<file path="src/sv/kdh_pkg.sv">
package kdh_pkg;

  localparam int TIME_W       = 32;
  localparam int LEVEL_W      = 7;
  localparam int DEBOUNCE_W   = 16;
  localparam int CODE_W       = 8;
  localparam int CODES_KEYS   = 7;
  localparam int KEY_CODES_W  = CODES_KEYS * CODE_W;
  localparam int REPORT_SLOTS = 6;
  localparam int REPORT_W     = REPORT_SLOTS * CODE_W;
  localparam int IN_DATA_W    = ((TIME_W + LEVEL_W + 7) / 8) * 8;
  localparam int QUEUE_DEPTH  = 4;

  localparam logic [DEBOUNCE_W-1:0]  DEBOUNCE_RESET  = 16'd100;
  localparam logic [KEY_CODES_W-1:0] KEY_CODES_RESET = 56'h0A15284F505152;

  // register indexes on the configuration port
  localparam logic CFG_DEBOUNCE  = 1'b0;
  localparam logic CFG_KEY_CODES = 1'b1;

  typedef enum logic {
    FR_IDLE,
    FR_SCAN
  } front_state_t;

  // one classified key event; a word with last set closes the poll
  typedef struct packed {
    logic              act;
    logic              press;
    logic [CODE_W-1:0] code;
    logic              last;
  } key_event_t;

endpackage

</file>
<file path="src/sv/kdh_front.sv">
module kdh_front import kdh_pkg::*; #(
  parameter int NUM_KEYS = 7
) (
  input  logic                   clk,
  input  logic                   rst,
  input  logic                   poll_valid,
  output logic                   poll_ready,
  input  logic [TIME_W-1:0]      poll_now,
  input  logic [LEVEL_W-1:0]     poll_levels,
  input  logic [DEBOUNCE_W-1:0]  debounce_ms,
  input  logic [KEY_CODES_W-1:0] key_codes,
  output logic                   ev_push,
  output key_event_t             ev_data,
  input  logic                   ev_full
);

  localparam int KW = (NUM_KEYS > 1) ? $clog2(NUM_KEYS) : 1;

  front_state_t        state, state_next;
  logic [TIME_W-1:0]   now_ms;
  logic [LEVEL_W-1:0]  levels;
  logic [KW-1:0]       key_idx;
  logic [NUM_KEYS-1:0] pressed;
  logic [TIME_W-1:0]   lockout [NUM_KEYS];

  logic [TIME_W-1:0]   diff;
  logic [2:0]          key3;
  logic [7:0]          lv8;
  logic [63:0]         codes64;
  logic                is_pressed;
  logic                changed;
  logic                last_key;
  logic                step;

  always_comb begin
    key3       = 3'(key_idx);
    lv8        = {1'b0, levels};        // keys above the level field read as pressed
    codes64    = {8'h00, key_codes};    // keys above the code register have code 0
    diff       = now_ms - lockout[key_idx];
    is_pressed = !lv8[key3];
    changed    = !diff[TIME_W-1] && (is_pressed != pressed[key_idx]);
    last_key   = (key_idx == KW'(NUM_KEYS - 1));
    step       = (state == FR_SCAN) && !ev_full;
  end

  always_comb begin
    state_next = state;
    poll_ready = 1'b0;
    unique case (state)
      FR_IDLE: begin
        poll_ready = 1'b1;
        if (poll_valid) state_next = FR_SCAN;
      end
      FR_SCAN: begin
        if (step && last_key) state_next = FR_IDLE;
      end
      default: state_next = FR_IDLE;
    endcase
  end

  assign ev_push       = step && (changed || last_key);
  assign ev_data.act   = changed;
  assign ev_data.press = is_pressed;
  assign ev_data.code  = codes64[key3*8 +: 8];
  assign ev_data.last  = last_key;

  always_ff @(posedge clk) begin
    if (rst) begin
      state   <= FR_IDLE;
      key_idx <= '0;
      pressed <= '0;
      for (int k = 0; k < NUM_KEYS; k++) lockout[k] <= '0;
    end else begin
      state <= state_next;
      if (state == FR_IDLE && poll_valid) begin
        key_idx <= '0;
      end else if (step) begin
        if (changed) begin
          pressed[key_idx] <= is_pressed;
          lockout[key_idx] <= now_ms + TIME_W'(debounce_ms);
        end
        if (!last_key) key_idx <= key_idx + 1'b1;
      end
    end
  end

  always_ff @(posedge clk) begin
    if (state == FR_IDLE && poll_valid) begin
      now_ms <= poll_now;
      levels <= poll_levels;
    end
  end

endmodule

</file>
<file path="src/sv/kdh_fifo.sv">
module kdh_fifo import kdh_pkg::*; (
  input  logic       clk,
  input  logic       rst,
  input  logic       push,
  input  key_event_t din,
  output logic       full,
  input  logic       pop,
  output key_event_t dout,
  output logic       empty
);

  localparam int PW = $clog2(QUEUE_DEPTH);

  key_event_t    mem [QUEUE_DEPTH];
  logic [PW-1:0] wr_ptr;
  logic [PW-1:0] rd_ptr;
  logic [PW:0]   count;

  assign full  = (count == (PW+1)'(QUEUE_DEPTH));
  assign empty = (count == '0);
  assign dout  = mem[rd_ptr];

  always_ff @(posedge clk) begin
    if (rst) begin
      wr_ptr <= '0;
      rd_ptr <= '0;
      count  <= '0;
    end else begin
      if (push && !full) wr_ptr <= wr_ptr + 1'b1;
      if (pop && !empty) rd_ptr <= rd_ptr + 1'b1;
      unique case ({push && !full, pop && !empty})
        2'b10:   count <= count + 1'b1;
        2'b01:   count <= count - 1'b1;
        default: count <= count;
      endcase
    end
  end

  always_ff @(posedge clk) begin
    if (push && !full) mem[wr_ptr] <= din;
  end

endmodule

</file>
<file path="src/sv/kdh_back.sv">
module kdh_back import kdh_pkg::*; #(
  parameter int NUM_SLOTS = 6
) (
  input  logic                clk,
  input  logic                rst,
  input  key_event_t          ev_data,
  input  logic                ev_empty,
  output logic                ev_pop,
  output logic                out_valid,
  input  logic                out_ready,
  output logic [REPORT_W-1:0] out_report,
  output logic                out_last
);

  localparam int SW = (NUM_SLOTS > 1) ? $clog2(NUM_SLOTS) : 1;

  logic [CODE_W-1:0]   slots [NUM_SLOTS];
  logic                hold_valid;
  logic                hold_final;
  logic [REPORT_W-1:0] hold_report;

  logic                out_free;
  logic                flush;
  logic                found;
  logic                done;
  logic [SW-1:0]       hit_idx;
  logic                changed;
  logic [CODE_W-1:0]   new_val;
  logic [REPORT_W-1:0] new_report;

  assign out_free = !out_valid || out_ready;
  assign flush    = hold_valid && hold_final && out_free;
  assign ev_pop   = !flush && !ev_empty && out_free;

  // press: first slot holding the code or empty; release: first slot holding the code
  always_comb begin
    found   = 1'b0;
    done    = 1'b0;
    hit_idx = '0;
    for (int s = 0; s < NUM_SLOTS; s++) begin
      if (!done) begin
        if (slots[s] == ev_data.code) begin
          done = 1'b1;
          if (!ev_data.press) begin
            found   = 1'b1;
            hit_idx = SW'(s);
          end
        end else if (ev_data.press && slots[s] == '0) begin
          done    = 1'b1;
          found   = 1'b1;
          hit_idx = SW'(s);
        end
      end
    end
    changed = ev_data.act && found;
    new_val = ev_data.press ? ev_data.code : '0;
  end

  always_comb begin
    new_report = '0;
    for (int s = 0; s < NUM_SLOTS && s < REPORT_SLOTS; s++) begin
      new_report[s*CODE_W +: CODE_W] = (SW'(s) == hit_idx) ? new_val : slots[s];
    end
  end

  always_ff @(posedge clk) begin
    if (rst) begin
      for (int s = 0; s < NUM_SLOTS; s++) slots[s] <= '0;
      hold_valid <= 1'b0;
      hold_final <= 1'b0;
      out_valid  <= 1'b0;
    end else begin
      if (flush || (ev_pop && changed && hold_valid)) begin
        out_valid <= 1'b1;
      end else if (out_ready) begin
        out_valid <= 1'b0;
      end
      if (flush) begin
        hold_valid <= 1'b0;
        hold_final <= 1'b0;
      end else if (ev_pop) begin
        if (changed) begin
          slots[hit_idx] <= new_val;
          hold_valid <= 1'b1;
          hold_final <= ev_data.last;
        end else if (ev_data.last && hold_valid) begin
          hold_final <= 1'b1;
        end
      end
    end
  end

  // the newest report waits in the hold register until it is known whether it closes the poll
  always_ff @(posedge clk) begin
    if (flush) begin
      out_report <= hold_report;
      out_last   <= 1'b1;
    end else if (ev_pop && changed) begin
      hold_report <= new_report;
      if (hold_valid) begin
        out_report <= hold_report;
        out_last   <= 1'b0;
      end
    end
  end

endmodule

</file>
<file path="src/sv/key_debounce_hid_report_unit.sv">
// channel   dir  handshake          payload
// s_*       in   s_tvalid/s_tready  s_tdata: now_ms[31:0], key_levels[38:32]
// m_*       out  m_tvalid/m_tready  m_tdata: slot_a..slot_f, tlast = last_of_poll
// cfg_*     in   cfg_wr_en          cfg_index 0 debounce_ms, 1 key_codes
//
// The key scanner checks one key per cycle while the event queue is not full,
// and the next poll is taken once the scan of the last key has been queued.
// A report is held after its slot update until the next slot change or the
// poll's last key shows whether it closes the poll.
// Reset (rst, synchronous) releases all keys, clears lockouts and slots.
// A full event queue stalls the scanner; a stalled output stalls the slot updater.
module key_debounce_hid_report_unit import kdh_pkg::*; #(
  parameter int NUM_KEYS  = 7,
  parameter int NUM_SLOTS = 6
) (
  input  logic                   clk,
  input  logic                   rst,
  input  logic                   s_tvalid,
  output logic                   s_tready,
  input  logic [IN_DATA_W-1:0]   s_tdata,   // now_ms, key_levels, zero pad
  output logic                   m_tvalid,
  input  logic                   m_tready,
  output logic [REPORT_W-1:0]    m_tdata,   // slot_a, slot_b, slot_c, slot_d, slot_e, slot_f
  output logic                   m_tlast,
  input  logic                   cfg_wr_en,
  input  logic                   cfg_index,
  input  logic [KEY_CODES_W-1:0] cfg_data
);

  logic [DEBOUNCE_W-1:0]  debounce_ms;
  logic [KEY_CODES_W-1:0] key_codes;

  logic       ev_push;
  logic       ev_full;
  logic       ev_pop;
  logic       ev_empty;
  key_event_t ev_in;
  key_event_t ev_out;

  always_ff @(posedge clk) begin
    if (rst) begin
      debounce_ms <= DEBOUNCE_RESET;
      key_codes   <= KEY_CODES_RESET;
    end else if (cfg_wr_en) begin
      unique case (cfg_index)
        CFG_DEBOUNCE:  debounce_ms <= cfg_data[DEBOUNCE_W-1:0];
        CFG_KEY_CODES: key_codes   <= cfg_data;
        default:       ;
      endcase
    end
  end

  kdh_front #(.NUM_KEYS(NUM_KEYS)) u_front (
    .clk         (clk),
    .rst         (rst),
    .poll_valid  (s_tvalid),
    .poll_ready  (s_tready),
    .poll_now    (s_tdata[TIME_W-1:0]),
    .poll_levels (s_tdata[TIME_W +: LEVEL_W]),
    .debounce_ms (debounce_ms),
    .key_codes   (key_codes),
    .ev_push     (ev_push),
    .ev_data     (ev_in),
    .ev_full     (ev_full)
  );

  kdh_fifo u_queue (
    .clk   (clk),
    .rst   (rst),
    .push  (ev_push),
    .din   (ev_in),
    .full  (ev_full),
    .pop   (ev_pop),
    .dout  (ev_out),
    .empty (ev_empty)
  );

  kdh_back #(.NUM_SLOTS(NUM_SLOTS)) u_back (
    .clk        (clk),
    .rst        (rst),
    .ev_data    (ev_out),
    .ev_empty   (ev_empty),
    .ev_pop     (ev_pop),
    .out_valid  (m_tvalid),
    .out_ready  (m_tready),
    .out_report (m_tdata),
    .out_last   (m_tlast)
  );

endmodule
</file>
<file path="config.mk">
export PLATFORM = sky130hd
export DESIGN_NAME = key_debounce_hid_report_unit
export DESIGN_NICKNAME = d
export VERILOG_FILES = /design/src/sv/kdh_pkg.sv /design/src/sv/kdh_front.sv /design/src/sv/kdh_fifo.sv /design/src/sv/kdh_back.sv /design/src/sv/key_debounce_hid_report_unit.sv
export SDC_FILE = /design/constraint.sdc
export NUM_CORES = 1
export LEC_CHECK = 0
export ABC_AREA = 1
export BUFFER_PORTS_ARGS = -buffer_cell sky130_fd_sc_hd__buf_2
export CORE_ASPECT_RATIO = 1.75
export CORE_MARGIN = 2
export CORE_UTILIZATION = 30
export CTS_CLUSTER_SIZE = 16
export DETAILED_ROUTE_END_ITERATION = 6
export PLACE_DENSITY = 0.52
export SLEW_MARGIN = 0
export SYNTH_ARGS = -nofsm -noshare
export SYNTH_HDL_FRONTEND = slang
export SYNTH_HIERARCHICAL = 1
export SYNTH_SLANG_ARGS = --single-unit
</file>
<file path="constraint.sdc">
create_clock -name clk -period 6.6 [get_ports clk]
set_input_delay 1.32 -clock clk [delete_from_list [all_inputs] [get_ports clk]]
set_output_delay 1.32 -clock clk [all_outputs]
set_load 0.01 [all_outputs]
</file>
# Word level (Yosys, flattened, before mapping)
# Memories as Yosys holds them, arrays and structs flattened. A register that Yosys moved wholly into a read port is not among the register bits.
# Cells that the tools add are included.
[classes]
n_addsub = 7
n_mul = 0
div_mod_pow = 0
n_lt_le_gt_ge = 2
n_eq_ne = 16
shift = 1
n_mux = 106
n_bitwise = 5
reduce_logical = 57
[ops]
columns = ["op", "count"]
rows = [
  ["$mux W48", 3],
  ["$mux W3", 22],
  ["$mux W1", 64],
  ["$mux W8", 8],
  ["$shiftx A64 B7 Y8", 1],
  ["$eq A8 B8 Y1", 6],
  ["$logic_not A8 Y1", 6],
  ["$add A32 B16 Y32", 1],
  ["$mux W32", 1],
  ["$reduce_or A32 Y1", 1],
  ["$sub A32 B32 Y32", 1],
  ["$logic_and A1 B1 Y1", 22],
  ["$reduce_and A2 Y1", 8],
  ["$reduce_bool A2 Y1", 5],
  ["$reduce_or A8 Y1", 1],
  ["$bwmux W7", 1],
  ["$add A3 B1 Y3 const B", 2],
  ["$bmux W1 S3", 2],
  ["$eq A2 B3 Y1 const A", 2],
  ["$eq A3 B3 Y1 const A", 2],
  ["$eq A3 B3 Y1 const B", 2],
  ["$logic_not A1 Y1", 6],
  ["$logic_not A3 Y1", 2],
  ["$pmux W3 S2", 1],
  ["other kinds (15)", 24],
]
[word_totals]
ff_bits = 229
latch_bits = 0
ram_bits = 316
rom_bits = 0
out_inout_bits = 51
mem_count = 3
[memory_table]
columns = ["name", "depth", "width", "rd", "rd_clocked_by_memory_dff", "wr", "line", "rtl"]
rows = [
  ["u_front.lockout", 7, 32, 1, 1, 7, "kdh_front.sv:24", "logic [TIME_W-1:0] lockout [NUM_KEYS];"],
  ["u_back.slots", 6, 8, 6, 0, 6, "kdh_back.sv:17", "logic [CODE_W-1:0] slots [NUM_SLOTS];"],
  ["u_queue.mem", 4, 11, 1, 1, 1, "kdh_fifo.sv:14", "key_event_t mem [QUEUE_DEPTH];"],
]

# Logic depth before layout (Yosys ltp)
# Gate-level depths: netlist (run 1).
# An unclocked memory read counts as a cell.
[logic_depth]
depth_word = 28
mapped_depth = 31
depth_no_buf = 28

# Modules after synthesis
# The synthesis (run 1) kept the hierarchy.
[modules_own_cells]
columns = ["module", "n_inst", "cells_per_inst", "area_per_inst_um2", "seq_area_each_um2"]
rows = [
  ["kdh_front", 1, 1540, 14924.3, 8818.5],
  ["kdh_back", 1, 629, 6761.5, 4404.2],
  ["key_debounce_hid_report_unit", 1, 344, 2607.5, 1441.4],
  ["kdh_fifo", 1, 177, 2139.6, 1501.4],
]

# Worst setup path before layout (run 1)
# No wires, ideal clock.
[synth_path]
path_kind = "register to register"
from = "reg with a tool-made name"
to = "mem u_front.lockout[5][0], enable pin"
arrival_ns = 5.149
required_time_ns = 6.134
slack_ns = 0.986
stages_incl_launch_ff = 18
path_buffers = 3
path_cell_list = "dfxtp_1 inv_1 buf_2 clkbuf_1 buf_1 nor2_1 o221ai_1 o21ai_0 ha_1 a21oi_1 nor2_1 a211oi_1 nand2_1 a211oi_1 a21oi_1 nor2_4 nand2_4 o21ai_0"
[synth_rtl]
columns = ["item", "line"]
rows = [
  ["to (decl)", "kdh_front.sv:24"],
]

==> metrics.txt, run 1 <==
Final Max Tran Viols 0; vias post-DR 19400; via density per instance between 4 and 5; Final Routed Wirelength 77100 um; Placed Area 0.0285 mm2; CTS Buf Count 56; Power Dens Cells 289 mW/mm2; Initial Util 30.1%; filler instances around 9000; die outline width 228 um; crit-path max FO 49; Final min period 5.05 ns; clock latency on the worst-skew pair ~0.64 ns; hold path startpoint u_back/hold_report[47]$_DFFE_PP_; post-cts repair resize count 0; fraction of layout cells with a size suffix above 1 13.8%; R2R depth 19; sequential cell area fraction in the yosys report 61.2%; Clock Root Buffer clkbuf_16; initial antenna violation count 8; Worst slew margin 24.6%; max-cap check violation count 0; Post-Syn Nets ~2800; hold path depth 0; largest buffer count on any clock path 3; most frequent cells in the layout 502 x nor2_1, 451 x edfxtp_1, 432 x nand2_1; Multi-input gate area between 0.008 and 0.009 mm2; Hold Vio Cnt, Final 0; critical path launch point type register; area delta synth->final 15.0%; cts hold-fix bufs 0; status complete, no violations; synthesized area per cell ~9.8 um2; Critical Path RT 6.86 ns; Setup violations, final 0; delay of the slowest critical-path stage 0.60 ns; Worst Hold Class register to register; clk sinks 582; Yosys reg bits 582; IO buf count 151; worst vdd ir roughly 0.00021 V; grt total ovfl 0; r2r setup slk 1.55 ns; leading cell type in the layout, fill and taps excluded nor2_1; HPWL Detailed slightly above 50000 um; vias in the first global route 19500; Critical-path top delay cell a211oi_1; DR iter-0 viols 1362; worst slew pin tran 1.13 ns; Yosys cell types 48; I/O pin count 153; # H-tree levels 2; 1st-pass router iterations 6; wire length per cell 19.1 um; first-pass GRT wire length 116000 um; Yosys Warn Count 6; setup TNS 0 ns; FP Rows between 100 and 150; Mapped Area 0.0264 mm2; Tcrit/Tclk final around 76%; RSZ-0062 raised after global routing false; Post-synth EDFFs ~450; postcts setup bufs 0; clk_skew approximately 0.021 ns; kind of critical path register to register; hold endpoint u_back/out_report[47]$_DFFE_PP_; largest net degree at the start of global routing 73; FMAX 198 MHz; fin util 34.6%; CTS tree yes; core outline area 0.0877 mm2; Reg clk slew, reported paths 0.07 ns; Global Route Usage Sum between 15 and 20%; worst path cell trace clkinv_2, buf_12, a21oi_1, o21ai_0, o211ai_1, o21ai_0, ha_1, a21oi_1, nor2_1, a211oi_1, nor2_1, a211oi_1, nand2_1, nand2_1, nand3_1, nor2_2, nand2_1, nand2_2, buf_4; Die Ht approximately 400 um; Most common cell on crit path nand2_1; DRC viols 0; Synth Flop Type edfxtp_1; Die Area 0.0906 mm2; Critical R2R Capture u_front/lockout[1][22]$_SDFFCE_PN0P_; Async S/R FF share, synth 0%; post-route cell area 0.0304 mm2; fin nets 2972; Mapped Cells 2690; static leakage 0.0122 uW; DRT antenna net count 0; GPL Wtd Cong 0.928; Register Area 0.0162 mm2; critical path arrival 5.30 ns; CP Capture Type register
-- Yosys cell counts (all sizes together), types with 2 or more instances --
cell type  instances  area, um2
xor2              31        272
a211oi             5       37.5
dfxtp            131       2620
buf               57        372
o211ai            10       75.1
a22oi              6       45.0
fa                 2       40.0
nor2             529       2110
a22o              12        105
inv              230        868
ha                53        663
edfxtp           451      13500
a221oi             5       43.8
o22ai             41        257
a21boi             3       22.5
o21ai            278       1400
clkbuf            76        285
nand4             29        196
a21oi             59        299
o221ai            22        193
nor4               5       31.3
nand2            458       1810
clkinv             3       11.3
a31oi              3       18.8
nand3            144        733
xnor2             18        158
nor3              24        185
-- through the flow --
step           instances  total power, uW  worst slack, ns  hold WS [ns]
2_1_floorplan       2690             5050            0.986         0.400
3_3_place_gp        3925             5480             1.58         0.401
3_5_place_dp        3925             5500             1.56         0.405
4_1_cts             4030             8910             1.53         0.420
5_1_grt             4032             9160             1.20         0.423
6_report            4032             8790             1.55         0.418
-- how the worst max path moves through the flow --
stage	from	to	slack, ns	depth (start not counted)
6_report	register	u_front/lockout[1][22]$_SDFFCE_PN0P_	1.55	19
5_1_grt	register	u_front/lockout[1][22]$_SDFFCE_PN0P_	1.20	16
4_1_cts	register	u_front/lockout[3][22]$_SDFFCE_PN0P_	1.53	16
3_5_place_dp	register	u_front/lockout[3][13]$_SDFFCE_PN0P_	1.56	16
3_3_place_gp	register	u_front/lockout[3][13]$_SDFFCE_PN0P_	1.58	19
2_1_floorplan	register	u_front/lockout[5][0]$_DFFE_PP_	0.99	17
-- registers in the layout, summed over array words and instances (netlist names), named ones only --
signal              flops
u_back/slots           48
u_queue/mem            44
u_front/state           1
u_front/pressed         7
debounce_ms            16
u_back/hold_report     48
u_queue/rd_ptr          2
key_codes              56
u_front/lockout       256
u_front/key3            3
u_queue/count           3
u_back/hold_valid       1
u_back/hold_final       1
u_queue/wr_ptr          2
u_back/out_valid        1
u_front/now_ms         32
u_back/out_report      48
u_front/levels          7
u_back/out_last         1
-- area by class of cell --
type                    instances  share of cell area, %
diodes                          2                 0.0165
flip-flops and latches        582                   53.2
clock inverters                43                   1.52
inverters                     233                   2.90
well taps                    1168                   4.81
clock buffers                  62                   4.79
multi-input cells            1742                   28.9
repair buffers                200                   3.86
-- where the power goes --
part	internal (uW)	total (uW)	switching (uW)	leakage [uW]
clock	1890	3370	1480	0.000919
combinational	340	1220	879	0.00571
sequential	4110	4200	84.6	0.00555
-- critical path: cells and delay by family (launching register included) --
family,cells,cell delay (ns)
AOI/OAI and AO/OA,7,1.52
buffers and inverters,3,1.26
and+or+nand+nor,8,1.12
DFF,1,0.35
adders and majority gates,1,0.34
-- metal layers --
| layer | global-route usage (%) | up-vias | share of wire [%] |
|---|---|---|---|
| met5 | 0 | - | 0.060 |
| met4 | 10.5 | 8 | 6.6 |
| met2 | 32.1 | 517 | 53 |
| met1 | 17.2 | 9242 | 36 |
| li1 | - | 9396 | - |
| met3 | 2.43 | 216 | 4.4 |
-- cells by family (layout without fill, tap and decap cells) --
group           after synthesis  after routing  share of synthesized area [%]
compound gates              447            447                           9.51
buf+inv                     366            538                           5.81
other cells                   0              2                              0
xor+xnor                     49             49                           1.62
simple gates               1191           1191                           19.2
fa+ha+maj                    55             55                           2.66
flops                       582            582                           61.2
No activity file was read; power rests on OpenSTA's default activity.
==> run 2: changes to the inputs <==
==> constraint.sdc (replaced) <==
create_clock -name clk -period 4.9 [get_ports clk]
set_input_delay 0.98 -clock clk [delete_from_list [all_inputs] [get_ports clk]]
set_output_delay 0.98 -clock clk [all_outputs]
set_load 0.01 [all_outputs]
==> run 2 against run 1 <==
Power grew 38%. Count of clock-buffer cells in the layout grew 12. Die area is the same. Final area grew 1.5%. Clock skew grew 0.040 ns. Sequential share of layout area shrank 0.81 points. Cell count grew 0.69%. First-iteration DRC count grew 4.1%.
==> metrics.txt, run 2 (same netlist as run 1, synthesis figures left out) <==
status complete, no violations; FP Rows around 140; largest net degree at the start of global routing 73; Worst slew margin 24.9%; RSZ-0062 raised after global routing false; Top Registers u_front/lockout: 256 flops, key_codes: 56 flops; fin nets 2999; postcts setup bufs 0; Global Route Usage Sum between 10% and 20%; hold path depth 0; DRT antenna net count 0; via density per instance about 4.8; worst vdd ir 0.000247 V; Initial Util between 30% and 40%; Critical R2R Capture u_front/lockout[7][23]$_DFFE_PP_; leading cell type in the layout, fill and taps excluded nor2_1; area delta synth->final 16.7%; clk_skew approximately 0.06 ns; R2R depth 19; Reg with most FFs u_front/lockout; Placed Area 0.0288 mm2; Die Area 0.0906 mm2; DR iter-0 viols 1418; Most Crowded Layer GR met2; Die Ht between 300 and 400 um; worst slew pin tran 1.13 ns; Critical Path RT slightly above 5 ns; crit-path max FO 32; I/O pin count 153; Hold WS between 0.4 and 0.5 ns; die outline width approximately 230 um; Hold Vio Cnt, Final 0; CP Capture Type register; Setup violations, final 0; most frequent cells in the layout 502 x nor2_1, 451 x edfxtp_1, 432 x nand2_1; vias post-DR 19400; largest buffer count on any clock path 3; clock latency on the worst-skew pair 0.67 ns; Worst Hold Class register to register; met2 Track Usage GR 32.4%; wire length per cell 19.0 um; setup TNS 0 ns; DRC viols 0; fraction of layout cells with a size suffix above 1 14.3%; Final Max Tran Viols 0; HPWL Detailed around 52000 um; core outline area 0.0877 mm2; # H-tree levels 2; CTS Buf Count 56; Final Routed Wirelength roughly 77000 um; r2r setup slk approximately 0.60 ns; initial antenna violation count 7; cts hold-fix bufs 0; max-cap check violation count 0; static leakage 0.0124 uW; critical path launch point type register; first-pass GRT wire length 116000 um; fin util 35.2%; hold endpoint u_back/out_report[33]$_DFFE_PP_; post-cts repair resize count 0; IO buf count 151; 1st-pass router iterations 5; critical path arrival around 4.6 ns; hold path startpoint u_back/hold_report[33]$_DFFE_PP_; Clock Root Buffer clkbuf_16; clk sinks between 500 and 600; FMAX 232 MHz; grt total ovfl 0; Power Dens Cells 392 mW/mm2; post-route cell area around 0.031 mm2; Final min period ~4.3 ns; CTS tree yes; Reg clk slew, reported paths 0.06 ns; met3 usage slightly above 2%; Tcrit/Tclk final 87.8%; kind of critical path register to register; GR met1 Demand/Resource ~17%; vias in the first global route 19400; GPL Wtd Cong 0.936; max reg flops about 260
## run 2: changes by cell type in the layout (fill, tap and decap cells not counted), sizes merged
cell / before / now
bufinv: 7 / 11
clkinv: 23 / 13
buf: 200 / 227
clkbuf: 62 / 74
inv: 236 / 233
diode: 2 / 4
clkinvlp: 10 / 6
## run 2: worst max-delay path: stages, from the launching register on
cell and delay (ns):
dfxtp_4 0.39, buf_4 0.35, buf_4 0.38, o21ai_0 0.14
o22ai_1 0.15, o21ai_0 0.10, ha_1 0.31, a21oi_1 0.16
nor2_1 0.05, a211oi_1 0.19, nand2_1 0.07, a211oi_1 0.25
buf_4 0.19, nand2_1 0.06, nand2_1 0.06, nand3_1 0.11
nor2_2 0.34, nand2_1 0.17, nor2_4 0.15, buf_12 0.29
## run 2: worst max path at each step
stage | from | end | slack (ns) | cells after the start
after detailed placement | register | u_front/lockout[7][28]$_DFFE_PP_ | 0.63 | 19
after floorplan | register | u_front/lockout[5][0]$_DFFE_PP_ | 0.15 | 17
after global placement | register | u_front/lockout[7][28]$_DFFE_PP_ | 0.64 | 19
after global routing | register | u_queue/count[2]$_SDFFE_PP0P_ | 0.19 | 26
after CTS | register | u_front/lockout[7][23]$_DFFE_PP_ | 0.60 | 19
final | register | u_front/lockout[7][23]$_DFFE_PP_ | 0.60 | 19
## run 2: final cells by class
type                    count  area (um2)
clock inverters            30         518
repair buffers            227        1530
clock buffers              74        1510
diodes                      4        10.0
fillers                  8787       56900
inverters                 233         881
well taps                1168        1460
flip-flops and latches    582       16200
multi-input cells        1742        8780
## run 2: layer usage
metal / part of all wire [%] / wire length [um] / vias up
met2: 53 / 41000 / 515
li1: - / - / 9426
met3: 3.8 / 2960 / 176
met4: 6.5 / 5050 / 0
met5: 0 / 0 / -
met1: 37 / 28300 / 9301
## run 2: stage by stage
stage	total power, uW	std cells	setup WS (ns)
global route	12600	4057	0.189
detailed placement	7440	3952	0.631
finish	12100	4060	0.598
global placement	7430	3952	0.638
CTS	12200	4056	0.595
floorplan	6810	2690	0.154
## run 2: power by group
group	switching (uW)	internal (uW)
sequential	121	5540
clock	1980	2780
combinational	1180	493
total	3280	8810
==> run 3: changes to the inputs <==
--- a/config.mk
+++ b/config.mk
@@ -10,9 +10,10 @@
 export CORE_ASPECT_RATIO = 1.75
 export CORE_MARGIN = 2
 export CORE_UTILIZATION = 30
+export CTS_BUF_LIST = sky130_fd_sc_hd__clkbuf_8
 export CTS_CLUSTER_SIZE = 16
 export DETAILED_ROUTE_END_ITERATION = 6
-export PLACE_DENSITY = 0.52
+export PLACE_DENSITY_LB_ADDON = 0.1
 export SLEW_MARGIN = 0
 export SYNTH_ARGS = -nofsm -noshare
 export SYNTH_HDL_FRONTEND = slang
==> run 3 against run 2 <==
Worst hold slack worse by 0.015 ns. Setup slack worse by 0.028 ns. Non-clock buffer count up 5. First-iteration DRC count down 13%. Clock power down 9.7%. Die area unchanged. Register-to-register slack worse by 0.03 ns. Sequential share of layout area up 0.12 points. Power down 3.1%. Via count up 2.1%. Critical endpoint is now u_queue/count[1]$_SDFFE_PP0P_. Largest power group unchanged. Highest routed layer unchanged.
==> metrics.txt, run 3 (same netlist as run 1, synthesis figures left out) <==
status complete, no violations; hold path startpoint s_tdata[22]; hold endpoint u_front/now_ms[22]$_DFFE_PP_; r2r setup slk 0.57 ns; CTS Buf Count between 90 and 100; GPL Wtd Cong 0.914; Initial Util 30.1%; HPWL Detailed 58400 um; vias in the first global route 20400; FP Rows 144; RSZ-0062 raised after global routing false; cts hold-fix bufs 0; kind of critical path register to register; die outline width around 230 um; Die Area just over 0.09 mm2; I/O pin count 153; Reg with most FFs u_front/lockout; Worst Hold Class input port to register; clock latency on the worst-skew pair between 0.7 and 0.8 ns; worst vdd ir 0.000217 V; area delta synth->final 16.5%; largest buffer count on any clock path 3; hold path depth 1; Reg clk slew, reported paths 0.06 ns; DRT antenna net count 0; clk sinks 582; Critical Path RT ~5.6 ns; Top Registers u_front/lockout: 256 flops, key_codes: 56 flops; DRC viols 0; core outline area 0.0877 mm2; worst setup margin between 0.5 and 0.6 ns; vias post-DR between 15000 and 20000; static leakage ~0.013 uW; Setup violations, final 0; fin nets 3043; setup TNS 0 ns; Power Dens Cells 380 mW/mm2; Final Max Tran Viols 0; IO buf count roughly 150; Hold Vio Cnt, Final 0; fraction of layout cells with a size suffix above 1 around 15%; critical path launch point type register; max-cap check violation count 0; via density per instance 4.80; grt total ovfl 0; 1st-pass router iterations 5; crit-path max FO 51; initial antenna violation count 1; DR iter-0 viols roughly 1200; Final Routed Wirelength 86100 um; R2R depth 20; largest net degree at the start of global routing 64; Final min period 4.33 ns; CP Capture Type register; max reg flops roughly 260; first-pass GRT wire length between 100000 and 150000 um; Global Route Usage Sum 19.1%; most frequent cells in the layout 502 x nor2_1, 451 x edfxtp_1, 437 x nand2_1; Critical R2R Capture u_queue/count[1]$_SDFFE_PP0P_; Worst slew margin 30.9%; worst slew pin tran 1.04 ns; leading cell type in the layout, fill and taps excluded nor2_1; Post-Place Worst Slack between 0.2 and 0.3 ns; Tcrit/Tclk final 88.4%; FMAX around 230 MHz; clk_skew between 0.04 and 0.05 ns; Clock Root Buffer clkbuf_8; wire length per cell 20.8 um; critical path arrival between 5 and 6 ns; # H-tree levels 3; Die Ht 397 um; CTS tree yes
run 3: cell types whose count changed in the layout (fill, tap and decap cells not counted), sizes merged:
cell	before	now
bufinv	11	3
diode	4	2
clkinvlp	6	2
inv	233	267
clkbuf	74	112
clkinv	13	25
buf	227	232
run 3: report_power, final:
group / internal (uW) / switching [uW]
sequential: 5540 / 116
combinational: 493 / 1260
clock: 2240 / 2060
total: 8280 / 3430
run 3: final cells by class:
class / count / area [um2]
clock inverter: 64 / 370
timing repair buffer: 232 / 1580
sequential: 582 / 16200
clock buffer: 112 / 1540
inverter: 233 / 883
tap: 1168 / 1460
multi-input combinational: 1742 / 8770
fill: 9059 / 57000
antenna: 2 / 5.00
run 3: routing by layer:
metal	up-vias	global-route usage (%)	wire [um]
li1	9542	-	-
met1	9590	19.4	31500
met2	502	36.8	46900
met3	194	2.65	2840
met4	0	11.0	4860
met5	-	0	0
run 3: how the worst max path moves through the flow:
stage                                                  to  slack [ns]
after floorplan           u_front/lockout[5][0]$_DFFE_PP_        0.15
after global placement      u_queue/count[2]$_SDFFE_PP0P_        0.19
after detailed placement    u_queue/count[1]$_SDFFE_PP0P_        0.26
after CTS                   u_queue/count[1]$_SDFFE_PP0P_        0.25
after global routing        u_queue/count[2]$_SDFFE_PP0P_        0.07
final                       u_queue/count[1]$_SDFFE_PP0P_        0.57
run 3: through the flow:
step / hold WS, ns / area, um2 / total power (uW) / std cells / util [%]
after global placement: 0.402 / 28900 / 7510 / 3957 / 32.9
after CTS: 0.303 / 30800 / 11900 / 4133 / 35.1
final: 0.386 / 30800 / 11700 / 4135 / 35.1
after detailed placement: 0.405 / 28900 / 7530 / 3957 / 32.9
after global routing: 0.340 / 30800 / 12300 / 4134 / 35.1
after floorplan: 0.400 / 26400 / 6810 / 2690 / -
run 3: repair_timing:
item	in CTS	in global routing
setup buffers	0	0
endpoints found under the setup margin	0	2
gates resized for setup	0	4
run 3: critical path, stage by stage (launching register included):
cell	delay, ns
dfxtp_4	0.36
clkinv_2	0.06
buf_12	0.17
a21oi_1	0.19
o21ai_0	0.11
o211ai_1	0.12
o21ai_0	0.28
ha_1	0.43
nand4_1	0.13
nor3_1	0.22
nand2_1	0.09
nor3_1	0.33
nand2_1	0.19
nand3_1	0.13
nand3_1	0.15
a21oi_2	0.28
nand2_4	0.11
ha_1	0.20
inv_1	0.09
fa_1	0.42
a21oi_1	0.14
